## config.mk

```make
export PLATFORM = sky130hd
export DESIGN_NAME = nwc_ram
export DESIGN_NICKNAME = d
export VERILOG_FILES = /design/src/rtl/core/assert_macros.svh /design/src/rtl/core/nwc_ram.sv
export SDC_FILE = /design/constraint.sdc
export NUM_CORES = 1
export LEC_CHECK = 0
export BUFFER_PORTS_ARGS = -buffer_cell sky130_fd_sc_hd__buf_2
export CORE_MARGIN = 2
export CORE_UTILIZATION = 30
export DETAILED_ROUTE_END_ITERATION = 6
export PLACE_DENSITY = 0.5
export SYNTH_ARGS = -nofsm -noshare
export SYNTH_HDL_FRONTEND = slang
export SYNTH_SLANG_ARGS = --single-unit
```

## constraint.sdc

```tcl
create_clock -name clk -period 6.99 [get_ports clk]
set_input_delay 1.0485 -clock clk [delete_from_list [all_inputs] [get_ports clk]]
set_output_delay 1.0485 -clock clk [all_outputs]
set_load 0.005 [all_outputs]
```

## src/rtl/core/assert_macros.svh

```systemverilog
// Assertion helpers; every user has clk and rst_n in scope.
`ifndef ASSERT_MACROS_SVH
`define ASSERT_MACROS_SVH

// Same-cycle implication.
`define NWC_ASSERT_NOW(label, ante, cons) \
  label: assert property (@(posedge clk) disable iff (!rst_n) (ante) |-> (cons)) \
    else $error("assertion failed");

// Next-cycle implication.
`define NWC_ASSERT_NEXT(label, ante, cons) \
  label: assert property (@(posedge clk) disable iff (!rst_n) (ante) |=> (cons)) \
    else $error("assertion failed");

`endif

```

## src/rtl/core/nwc_ram.sv

```systemverilog
module nwc_ram #(
  parameter int unsigned DATA_W = 16,
  parameter int unsigned ADDR_W = 6
) (
  input  logic              clk,
  input  logic              we,
  input  logic [ADDR_W-1:0] waddr,
  input  logic [DATA_W-1:0] wdata,
  input  logic [ADDR_W-1:0] raddr,
  output logic [DATA_W-1:0] rdata
);

  logic [DATA_W-1:0] mem [2**ADDR_W];

  always_ff @(posedge clk) begin
    if (we) begin
      mem[waddr] <= wdata;
    end
  end

  always_ff @(posedge clk) begin
    rdata <= mem[raddr];
  end

endmodule

```

==> key figures <==
Clock network
  – Clk Latency, worst-skew pair: 0.68 ns
  – Clock sinks: 1040
  – CTS tree: yes
  – Max clock buf depth: 3
  – Cts bufs inserted: 108
  – Resized cells post-CTS: 0
  – CTS root buf: clkbuf_16
  – Clk pin slew, worst setup/hold paths: 0.06 ns
  – Post-CTS Setup Repair Bufs: 0
  – CTS Hold Bufs: 0
  – Htree depth: 3

Yosys
  – Mapped Nets: 1859
  – Syn avg cell area: 21.9 um2
  – Ys flop type: edfxtp_1
  – Top cells by area, synth: edfxtp_1 77%, mux4_2 12%, mux2i_1 2.1%
  – Most common cell in the synthesized netlist: edfxtp_1
  – YS warnings: 0
  – Number of synthesized flops with an enable pin: 1024
  – Synth area leader: edfxtp_1
  – Netlist area before placement: 0.0400 mm2
  – Yosys top cell area share: 76.8%
  – Number of library cell types mapped by synthesis: 43
  – Synthesized flop and latch total: 1040
  – Synth cell count leaders: 1024 x edfxtp_1, 220 x mux4_2, 85 x mux2i_1, 72 x nor2_1, 59 x nand2_1
  – Register area share after synthesis: between 70% and 80%
  – Ys async rst share: 0%
  – Post-Synthesis Cells: 1829

Placement
  – GP Congestion: 0.812
  – Post-DP HPWL: between 60 and 70 mm
  – Place WS: 2.81 ns
  – PortBufs: between 40 and 50
  – Placed cells: 3636

Run
  – Max-cap violations: 0

Drt
  – WL/cell: 27.3 um
  – DRT Pass-1 Iters: 5
  – Residual DRC: 0
  – Routed vias/inst: 5.01
  – Via Count: 19200
  – Final wirelength: between 100 and 150 mm
  – ANT nets after route: 0
  – Drt initial violations: 2077

Final layout
  – Nets: around 2000
  – Area growth, synth to finish: 14.7%
  – Ratio of cells with drive above 1 in the final layout: 26.8%
  – Register area: 0.0311 mm2
  – Layout fillers: 12300
  – Layout Cells excl Fill: 3836
  – Area of the multi-input gates: between 0.008 and 0.009 mm2

Power
  – Peak supply drop: 206 uV
  – Total power: 13000 uW
  – Leak: 0.0143 uW
  – Power Dens Cells: 284 mW/mm2

Critical path
  – Setup crit end kind: flip-flop
  – Worst R2R Setup Slack: 4.90 ns
  – Arr. time, crit path: around 4.0 ns
  – Critical path peak fanout: about 90
  – R2R depth: 5
  – WS Path Type: input pin to flip-flop
  – R2R Path Start: mem[7][9]$_DFFE_PP_
  – Worst r2r dst: rdata[9]$_DFF_P_
  – CP Data Required Time: 7.52 ns
  – Startpoint Class: input pin

Min path
  – Worst Hold Class: flip-flop to flip-flop
  – Hold path endpoint: rdata[11]$_DFF_P_
  – Hold wc startpoint: mem[34][11]$_DFFE_PP_
  – Worst hold stages: 3

Timing
  – Tcrit/Tclk final: 49.5%
  – Worst hold margin: 0.913 ns
  – Worst-Margin Slew: about 1.1 ns
  – Final setup viols: 0
  – Max Freq: 289 MHz
  – Max-slew headroom: between 20% and 30%
  – PnR worst setup slack: 3.53 ns
  – RSZ-0062 raised after global routing: no
  – Slew Viols, Final: 0
  – Clock skew: 0.0268 ns
  – Fin. Hold Viols: 0
  – Final Critical Period: approximately 3.5 ns
  – Aggregate negative setup slack: 0 ns

Die
  – Die Ht: 369 um
  – Initial Utilization: 30.1%
  – I/O pin cnt: 46
  – Row count: 134
  – CORE AREA: about 0.13 mm2
  – Die span in x: approximately 370 um
  – Die area: approximately 0.14 mm2

GRT
  – Global-route wire length before repair: 149 mm
  – Overflow after GRT: 0
  – Vias in the first global route: ~19000
  – Largest net degree at the start of global routing: 90
  – Initial antenna violation count: 11
  – Gr usage total: 15.2%

Run status
  – Outcome: finished, final reports clean
power breakdown:
group | total [uW] | switching (uW) | internal, uW
combinational | 639 | 416 | 223
clock | 5460 | 2360 | 3100
sequential | 6940 | 32.9 | 6910
total | 13000 | 2810 | 10200
per-layer routing:
layer  vias up  global-route usage, %  wire length [um]  part of all wire [%]
met1     10400                   22.1             47500                    45
met4         8                   3.63              2200                   2.1
met3       146                   2.71              6290                   6.0
li1       7988                      -                 -                     -
met2       659                   23.8             48600                    46
met5         -                      0                47                 0.045
critical path, stage by stage:
cell     delay, ns
buf_8         0.50
buf_4         0.88
mux4_2        0.41
mux2_2        0.31
a21oi_1       0.55
nor4_2        0.09
layout make-up:
type | count | area share, %
Multi-Input combinational cell | 685 | 18.0
Sequential cell | 1040 | 67.6
Antenna cell | 2 | 0.0109
Clock buffer | 137 | 6.21
Clock inverter | 61 | 1.05
Timing Repair Buffer | 143 | 2.29
Tap cell | 1768 | 4.82
through the flow:
step                      utilization (%)  instance area (um2)
final                                34.5                45900
after detailed placement             32.0                42600
after global placement               32.0                42600
after global routing                 34.5                45900
after CTS                            34.5                45900
after floorplan                         -                40000
worst max-delay path by stage:
stage	start	end	slack, ns
final	raddr[2]	rdata[8]$_DFF_P_	3.53
after global routing	raddr[2]	rdata[8]$_DFF_P_	3.41
after CTS	raddr[2]	rdata[2]$_DFF_P_	3.54
after detailed placement	raddr[2]	rdata[2]$_DFF_P_	2.81
after global placement	raddr[2]	rdata[2]$_DFF_P_	2.82
after floorplan	waddr[3]	mem[48][0]$_DFFE_PP_	3.91
flip-flops by register name (all words and copies together) (netlist names):
| signal | flops |
|---|---|
| mem | 1024 |
| rdata | 16 |
cells by family (layout without fill, tap and decap cells):
logic type | count (synthesis) | count (layout) | synth area share [%]
AOI/OAI and AO/OA | 129 | 129 | 2.41
DFF | 1040 | 1040 | 77.6
other | 0 | 2 | 0
muxes | 336 | 336 | 15.5
and+or+nand+nor | 220 | 220 | 2.65
buffers and inverters | 104 | 341 | 1.83
cell usage in the layout (no fill, tap or decap), types with 8 or more instances in the layout:
| master | synthesis | final |
|---|---|---|
| clkinv_2 | 0 | 23 |
| dfxtp_1 | 16 | 16 |
| a211o_1 | 8 | 8 |
| clkbuf_1 | 24 | 26 |
| a22oi_1 | 39 | 39 |
| nor2b_1 | 30 | 26 |
| a221oi_1 | 16 | 16 |
| nand4_1 | 12 | 12 |
| nor2_1 | 72 | 71 |
| mux2i_1 | 85 | 85 |
| mux2_2 | 27 | 27 |
| buf_4 | 13 | 93 |
| a211oi_1 | 8 | 8 |
| nand3_1 | 24 | 24 |
| nand2_1 | 59 | 59 |
| a31oi_1 | 8 | 8 |
| buf_2 | 36 | 42 |
| edfxtp_1 | 1024 | 1024 |
| mux4_2 | 220 | 220 |
| a311oi_1 | 8 | 8 |
| clkbuf_16 | 0 | 109 |
| a21oi_1 | 17 | 17 |
| clkinv_1 | 0 | 22 |
No activity file was read; power rests on OpenSTA's default activity.
