**config.mk**
```make
export PLATFORM = sky130hd
export DESIGN_NAME = nwc_div
export DESIGN_NICKNAME = d
export VERILOG_FILES = /design/src/rtl/core/nwc_pkg.sv /design/src/rtl/core/nwc_div.sv
export VERILOG_INCLUDE_DIRS = /design/src /design/src/rtl/core
export SDC_FILE = /design/constraint.sdc
export NUM_CORES = 1
export LEC_CHECK = 0
export BUFFER_PORTS_ARGS = -buffer_cell sky130_fd_sc_hd__buf_2
export CAP_MARGIN = 30
export CORE_MARGIN = 1.5
export CORE_UTILIZATION = 55
export DETAILED_ROUTE_END_ITERATION = 8
export GPL_TIMING_DRIVEN = 0
export PLACE_DENSITY = 0.77
export SLEW_MARGIN = 20
export SYNTH_ARGS = -nofsm -noshare
export SYNTH_HDL_FRONTEND = slang
export SYNTH_SLANG_ARGS = --single-unit
```
**constraint.sdc**
```tcl
create_clock -name clk -period 4.3 [get_ports clk]
set_clock_uncertainty 0.05 [all_clocks]
set_input_delay 0.86 -clock clk [delete_from_list [all_inputs] [get_ports clk]]
set_output_delay 0.86 -clock clk [all_outputs]
set_load 0.03 [all_outputs]
```
**src/rtl/core/assert_macros.svh**
```systemverilog
// Assertion helpers; every user has clk and rst_n in scope.
`ifndef ASSERT_MACROS_SVH
`define ASSERT_MACROS_SVH

// Same-cycle implication.
`define NWC_ASSERT_NOW(label, ante, cons) \
  label: assert property (@(posedge clk) disable iff (!rst_n) (ante) |-> (cons)) \
    else $error("assertion failed");

// Next-cycle implication.
`define NWC_ASSERT_NEXT(label, ante, cons) \
  label: assert property (@(posedge clk) disable iff (!rst_n) (ante) |=> (cons)) \
    else $error("assertion failed");

`endif

```
**src/rtl/core/nwc_pkg.sv**
```systemverilog
package nwc_pkg;

  localparam int unsigned MAX_WIDTH  = 128;
  localparam int unsigned MAX_HEIGHT = 128;
  localparam int unsigned MAX_KERNEL = 8;
  localparam int unsigned DATA_WIDTH = 16;

  localparam int unsigned COL_W   = $clog2(MAX_WIDTH);
  localparam int unsigned ROW_W   = $clog2(MAX_HEIGHT);
  localparam int unsigned KIDX_W  = $clog2(MAX_KERNEL);
  localparam int unsigned CFG_W   = 8;
  localparam int unsigned KCFG_W  = 4;
  localparam int unsigned CIDX_W  = 2;
  localparam int unsigned PROD_W  = 2 * DATA_WIDTH;
  localparam int unsigned ACC_W   = 38;
  localparam int unsigned KSUM_W  = 23;
  localparam int unsigned DCNT_W  = $clog2(ACC_W + 1);
  localparam int unsigned LADDR_W = KIDX_W + COL_W;
  localparam int unsigned KADDR_W = 2 * KIDX_W;

  localparam logic [CIDX_W-1:0] REG_WIDTH  = 2'd0;
  localparam logic [CIDX_W-1:0] REG_HEIGHT = 2'd1;
  localparam logic [CIDX_W-1:0] REG_KSIZE  = 2'd2;

  localparam logic OP_COEF  = 1'b0;
  localparam logic OP_PIXEL = 1'b1;

  typedef enum logic [2:0] {
    S_IDLE,
    S_KSUM,
    S_MAC,
    S_DIV,
    S_OUT
  } state_t;

  // clamp an image dimension into 1..max
  function automatic logic [CFG_W-1:0] eff_dim(input logic [CFG_W-1:0] v,
                                               input logic [CFG_W-1:0] hi);
    logic [CFG_W-1:0] r;
    r = v;
    if (v == '0) r = CFG_W'(1);
    else if (v > hi) r = hi;
    return r;
  endfunction

  function automatic logic [KCFG_W-1:0] eff_ksz(input logic [KCFG_W-1:0] v);
    logic [KCFG_W-1:0] r;
    r = v;
    if (v == '0) r = KCFG_W'(1);
    else if (v > KCFG_W'(MAX_KERNEL)) r = KCFG_W'(MAX_KERNEL);
    return r;
  endfunction

endpackage

```
**src/rtl/core/nwc_div.sv**
```systemverilog
`include "assert_macros.svh"

module nwc_div (
  input  logic                              clk,
  input  logic                              rst_n,
  input  logic                              start,
  input  logic signed [nwc_pkg::ACC_W-1:0]  dividend,
  input  logic signed [nwc_pkg::KSUM_W-1:0] divisor,
  output logic                              done,
  output logic signed [nwc_pkg::ACC_W-1:0]  quotient
);

  localparam int unsigned AW = nwc_pkg::ACC_W;
  localparam int unsigned KW = nwc_pkg::KSUM_W;
  localparam int unsigned CW = nwc_pkg::DCNT_W;

  logic [AW-1:0] quo_r, quo_nxt;
  logic [KW-1:0] rem_r, rem_nxt, dmag_r;
  logic [CW-1:0] cnt_r;
  logic          neg_r, busy_r, done_r;
  logic [KW:0]   rem_sh, rem_sub;
  logic          ge;

  // one quotient bit per cycle, restoring
  always_comb begin
    rem_sh  = {rem_r, quo_r[AW-1]};
    rem_sub = rem_sh - {1'b0, dmag_r};
    ge      = rem_sh >= {1'b0, dmag_r};
    rem_nxt = ge ? rem_sub[KW-1:0] : rem_sh[KW-1:0];
    quo_nxt = {quo_r[AW-2:0], ge};
  end

  always_ff @(posedge clk) begin
    if (!rst_n) begin
      busy_r <= 1'b0;
      done_r <= 1'b0;
      cnt_r  <= '0;
    end else begin
      done_r <= 1'b0;
      if (start) begin
        busy_r <= 1'b1;
        cnt_r  <= CW'(AW);
      end else if (busy_r) begin
        cnt_r <= cnt_r - CW'(1);
        if (cnt_r == CW'(1)) begin
          busy_r <= 1'b0;
          done_r <= 1'b1;
        end
      end
    end
  end

  always_ff @(posedge clk) begin
    if (start) begin
      neg_r  <= dividend[AW-1] ^ divisor[KW-1];
      quo_r  <= dividend[AW-1] ? AW'(-dividend) : AW'(dividend);
      dmag_r <= divisor[KW-1] ? KW'(-divisor) : KW'(divisor);
      rem_r  <= '0;
    end else if (busy_r) begin
      quo_r <= quo_nxt;
      rem_r <= rem_nxt;
    end
  end

  assign done     = done_r;
  assign quotient = neg_r ? -$signed(quo_r) : $signed(quo_r);

  `NWC_ASSERT_NOW(a_div_no_restart, busy_r, !start)
  `NWC_ASSERT_NEXT(a_div_done_ends, done_r, !busy_r && !done_r)
  `NWC_ASSERT_NOW(a_div_nonzero, start, divisor != '0)

endmodule
```
==> impl_metrics.toml, run 1 <==
[run_status]
status = "finished clean"

[detailed_routing]
avgRoutedWirePerCell_um = 15.7
routed_wl_um = 16800
drt_first_iter_violations = 538
route.vias.total = 6280
drt_pre_antenna_iters = 7
route.detailed.drc = 0
avgViaCountPerCell = 5.86
drtAntennaViolNets = 0

[synthesis]
ys_seq_area_frac = 0.364
synth_fa_ha_area_frac = 0.0543
synth_xor_area_frac = 0.145
avgSynthCellArea_um2 = 8.67
synth-compound-area-share = 0.205
synth_top_family_by_area = "compound AO/OA/AOI/OAI gates"
synthSimpleGateAreaFrac = 0.178
syn_area_mm2 = 0.00682
synthMuxAreaShare = 0.0103
syn-num-nets = 879
synth_cells = 786
yosys_warnings = 0
synth_edf_count = 62
ys_ff_latch = 93
async_flop_share = 0
synth_flop_cell = "edfxtp_1"
synth_cell_types = 56

[final_layout]
drive_gt1_frac = 0.142
seq_area_mm2 = 0.00248
mostFrequentLayoutCells = "buf_2, nand2_1, xnor2_1, nor2_1"
instances_no_fill = 1071
syn_to_final_growth_pct = 15.2
final_common_cell = "buf_2"
fill_cells = 1015
multi_input_area_mm2 = 0.00405
antenna_cells = 0
nets = 991

[pwr]
power.leakage_nw = 3.02
ir_drop_v = 0.000184
switchingPower_uw = 930
power.internal_mw = 1.80
swShare = 0.341
seqPwrFrac = 0.411
p_clk_frac = 0.299
pwr_density_cell_mw_per_mm2 = 347
combPwrFrac = 0.290

[timing]
setup_violations = 0
slew_headroom = 0.464
rsz0062_at_grt = "no"
slew_violations = 0
hold_viol_final = 0
worst_pin_slew_ns = 0.802
timing.fmax_mhz = 251
fin_crit_ns = 3.98
post-route-period-util = 0.925
setup-tns-final_ns = 0

[floorplanning]
ios = 103
die_h_um = 114
dieArea_mm2 = 0.0131
rows = 40
fp.coreArea_mm2 = 0.0121
die_x_um = 114
initial_core_util = 0.565

[clock_tree]
post_cts_buffers = 0
path_clk_slew_ns = 0.06
htreeDepth = 3
clk_latency_ns = 0.35
cts.sinks = 93
cts_buffer_depth = 2
cts-root-buf = "clkbuf_16"
cts_resized = 0
cts_hold_buf = 0
cts-buffers-inserted = 9
cts_tree = "yes"

[global_route]
top_usage_layer = "met2"
antenna_found_initial = 0
gr-total-overflow = 0
use_met2 = 0.404
gr-usage-met3 = 0.0318
use_met1 = 0.383
grt_usage = 0.262
grt_pass1_wl_um = 27100
grt_max_degree = 39
grt_pass1_vias = 5663

[worst_setup_path]
worst-path-max-fanout = 5
r2r_setup_slack_ns = 0.62
worstPathArrival_ns = 3.07
end_kind = "output port"
required_ns = 3.39
worst_setup_path_start_kind = "register"
path_class = "reg -> out"

[min_path]
hold_class = "reg -> reg"

[placed_design]
hpwl_um = 13000
gp_congestion = 0.940
placed_cells = 1055
place.port_buffers = 101

[job]
drv_cap = 0
worst max-delay path, stage by stage (launching register included):
cell      delay, ns
edfxtp_1       0.44
or4_1          0.57
nor3_1         0.29
nor4b_2        0.46
nand3_1        0.30
o31ai_1        0.31
xnor2_1        0.15
buf_2          0.21
logic make-up after synthesis:
| kind of cell | count (synthesis) |
|---|---|
| simple gates | 251 |
| compound gates | 216 |
| xor+xnor | 113 |
| flops | 93 |
| buf+inv | 77 |
| fa+ha+maj | 29 |
| mux | 7 |
synth_stat cells (7+ instances only):
master / instances / area (um^2)
a32oi_1: 7 / 61.3
nor3_1: 11 / 55.1
xnor2_1: 69 / 604
nand3_1: 18 / 90.1
o41ai_1: 11 / 96.3
mux2i_1: 7 / 70.1
xor2_1: 44 / 385
o21ai_0: 56 / 280
or3_1: 17 / 106
ha_1: 28 / 350
o31ai_1: 34 / 255
o21a_1: 8 / 60.1
nand2b_1: 10 / 62.6
dfxtp_1: 31 / 621
edfxtp_1: 62 / 1860
a311oi_1: 7 / 61.3
nand2_1: 82 / 308
a21oi_1: 62 / 310
or4_1: 12 / 90.1
nor2_1: 68 / 255
clkbuf_1: 34 / 128
inv_1: 41 / 154
path summary, 6_finish.rpt:
| path | from | endpoint | depth (start not counted) |
|---|---|---|---|
| setup / recovery | quo_r[13]$_DFFE_PP_ | quotient[33] | 7 |
| hold / removal | rem_r[16]$_SDFFE_PP0P_ | rem_r[16]$_SDFFE_PP0P_ | 2 |
| setup reg to reg | quo_r[37]$_DFFE_PP_ | rem_r[20]$_SDFFE_PP0P_ | 11 |
| hold reg to reg | rem_r[16]$_SDFFE_PP0P_ | rem_r[16]$_SDFFE_PP0P_ | 2 |
power groups by stage:
| stage | registers, mW | logic [mW] | clock network [mW] |
|---|---|---|---|
| 2_1_floorplan | 1.12 | 0.567 | 0 |
| 3_3_place_gp | 1.14 | 0.773 | 0 |
| 3_5_place_dp | 1.14 | 0.783 | 0 |
| 4_1_cts | 1.12 | 0.787 | 0.824 |
| 5_1_grt | 1.13 | 0.864 | 0.857 |
| 6_report | 1.12 | 0.790 | 0.816 |
routing by layer:
layer / wire, um / up-vias
met2: 7480 / 235
met1: 7800 / 2938
met3: 1180 / 24
met5: 0 / -
li1: - / 3083
met4: 297 / 0
area by class of cell:
type,instances,area share
timing repair buffer,101,0.0644
inverter,41,0.0196
clock inverter,5,0.00494
tap,168,0.0268
clock buffer,11,0.0351
buffer,36,0.0177
sequential,93,0.316
multi-input combinational,616,0.515
sequential cells by signal (all words and copies together), names as in the netlist:
name / count
busy_r: 1
cnt_r: 6
dmag_r: 23
done: 1
neg_r: 1
quo_r: 38
rem_r: 23
per-stage QoR:
stage / utilization / instance area (um^2) / total power, mW / setup WS (ns) / hold WS [ns]
global placement: 0.624 / 7530 / 1.91 / 0.380 / 0.435
detailed placement: 0.624 / 7530 / 1.92 / 0.347 / 0.440
global route: 0.651 / 7850 / 2.85 / 0.0442 / 0.491
floorplan: - / 6820 / 1.68 / 0.730 / 0.401
finish: 0.651 / 7850 / 2.73 / 0.322 / 0.447
CTS: 0.650 / 7850 / 2.73 / 0.0509 / 0.449
Power figures use the tool's default switching activity.
==> run 2: changes to the inputs <==
- CELL_PAD_IN_SITES_DETAIL_PLACEMENT: not set -> 1
- CELL_PAD_IN_SITES_GLOBAL_PLACEMENT: not set -> 1
- CORE_UTILIZATION: 55 -> 44
- PLACE_DENSITY: 0.77 -> not set
- PLACE_DENSITY_LB_ADDON: not set -> 0.1
==> run 2 against run 1 <==
Effect of this change: first-iteration DRC count is 23% lower; global-route usage is 1.0 points lower; wire length is 21% higher; critical path depth is 1 higher; utilization is 13 points lower; largest power group unchanged; clock-buffer cell count stayed put; non-clock buffer count is 1 higher; worst hold slack better by 0.0067 ns; via count is 1.2% higher; combinational power is 2% higher.
==> impl_metrics.toml, run 2 (same netlist as run 1, synthesis figures left out) <==
[worst_setup_path]
worst-path-max-fanout = 4
worst_setup_path_start_kind = "register"
end_kind = "output port"
required_ns = 3.39
worstPathArrival_ns = 3.12
path_class = "reg -> out"

[floorplanning]
die_h_um = 127
dieArea_mm2 = 0.0162
die_x_um = 127
ios = 103
rows = 45
initial_core_util = 0.450
fp.coreArea_mm2 = 0.0151

[global_route]
grt_pass1_vias = 6442
grt_max_degree = 34
grt_usage = 0.252
grt_pass1_wl_um = 32500
antenna_found_initial = 0
gr-total-overflow = 0

[timing]
worst_pin_slew_ns = 0.707
setup_violations = 0
timing.fmax_mhz = 248
setup_ws_ns = 0.267
fin_crit_ns = 4.03
setup-tns-final_ns = 0
hold_viol_final = 0
hold_ws_ns = 0.454
post-route-period-util = 0.938
slew_violations = 0
rsz0062_at_grt = "no"
slew_headroom = 0.524

[detailed_routing]
routed_wl_um = 20300
drt_pre_antenna_iters = 5
drtAntennaViolNets = 0
avgRoutedWirePerCell_um = 18.6
route.detailed.drc = 0
avgViaCountPerCell = 5.82
drt_first_iter_violations = 413
route.vias.total = 6353

[pwr]
switchingPower_uw = 955
pwr_density_cell_mw_per_mm2 = 343
ir_drop_v = 0.000194
swShare = 0.354
combPwrFrac = 0.299
power.total_mw = 2.70
seqPwrFrac = 0.417
p_clk_frac = 0.285
power.internal_mw = 1.74
power.leakage_nw = 3.03

[clock_tree]
cts-root-buf = "clkbuf_16"
cts_hold_buf = 0
cts_buffer_depth = 2
htreeDepth = 3
cts-buffers-inserted = 9
clk_latency_ns = 0.35
cts.sinks = 93
cts_tree = "yes"
path_clk_slew_ns = 0.07

[placed_design]
placed_cells = 1076
place_ws_ns = 0.277
gp_congestion = 0.875
place.port_buffers = 101
hpwl_um = 16300

[final_layout]
drive_gt1_frac = 0.142
nets = 992
fill_cells = 1865
antenna_cells = 0
instances_no_fill = 1092
syn_to_final_growth_pct = 15.4
regMostFlops = "quo_r"
mostFrequentLayoutCells = "buf_2, nand2_1, xnor2_1, nor2_1"
top_regs = "quo_r x38, dmag_r x23, rem_r x23"
largest_register_ff_count = 38
final_common_cell = "buf_2"

[min_path]
hold_class = "reg -> reg"

[job]
drv_cap = 0

[run_status]
status = "finished clean"
[run 2: final cells by class]
cell class / instances / area [um^2] / area share
inverter: 41 / 154 / 0.0196
multi-input combinational: 616 / 4060 / 0.516
clock inverter: 5 / 32.5 / 0.00414
buffer: 36 / 139 / 0.0177
tap: 188 / 235 / 0.0299
clock buffer: 11 / 243 / 0.0309
timing repair buffer: 102 / 526 / 0.0668
sequential: 93 / 2480 / 0.316
[run 2: timing repair]
action | CTS | global route
endpoints found under the setup margin | 4 | 1
setup buffers | 0 | 0
resized for setup | 1 | 1
[run 2: worst paths after layout]
check,startpoint,end,slack [ns],cells past startpoint
worst max register to register,quo_r[37]$_DFFE_PP_,rem_r[20]$_SDFFE_PP0P_,0.45,11
worst min-delay path,rem_r[11]$_SDFFE_PP0P_,rem_r[11]$_SDFFE_PP0P_,0.45,2
worst min register to register,rem_r[11]$_SDFFE_PP0P_,rem_r[11]$_SDFFE_PP0P_,0.45,2
worst max-delay path,quo_r[5]$_DFFE_PP_,quotient[21],0.27,8
[run 2: critical path: stages, from the launching register on]
cell	delay, ns
edfxtp_1	0.43
nor4_1	0.66
nand2_1	0.21
nor2_1	0.38
nand2_1	0.13
or3_1	0.35
o31ai_1	0.25
xnor2_1	0.14
buf_2	0.21
[run 2: stage by stage]
stage                util  cell area (um^2)
floorplan               -              6820
global placement    0.499              7560
detailed placement  0.500              7580
CTS                 0.519              7860
global route        0.519              7870
finish              0.519              7870
[run 2: routing by layer]
layer | wire [um] | vias to the layer above | track usage
li1 | - | 3084 | -
met1 | 9290 | 3108 | 0.333
met2 | 10000 | 146 | 0.445
met3 | 753 | 15 | 0.0243
met4 | 210 | 0 | 0.0608
met5 | 0 | - | 0
[run 2: power by group through the flow]
| stage | sequential (mW) | combinational [mW] | clock, mW |
|---|---|---|---|
| global placement | 1.14 | 0.772 | 0 |
| floorplan | 1.12 | 0.567 | 0 |
| global route | 1.13 | 0.879 | 0.807 |
| finish | 1.12 | 0.807 | 0.768 |
| detailed placement | 1.14 | 0.804 | 0 |
| CTS | 1.12 | 0.809 | 0.777 |
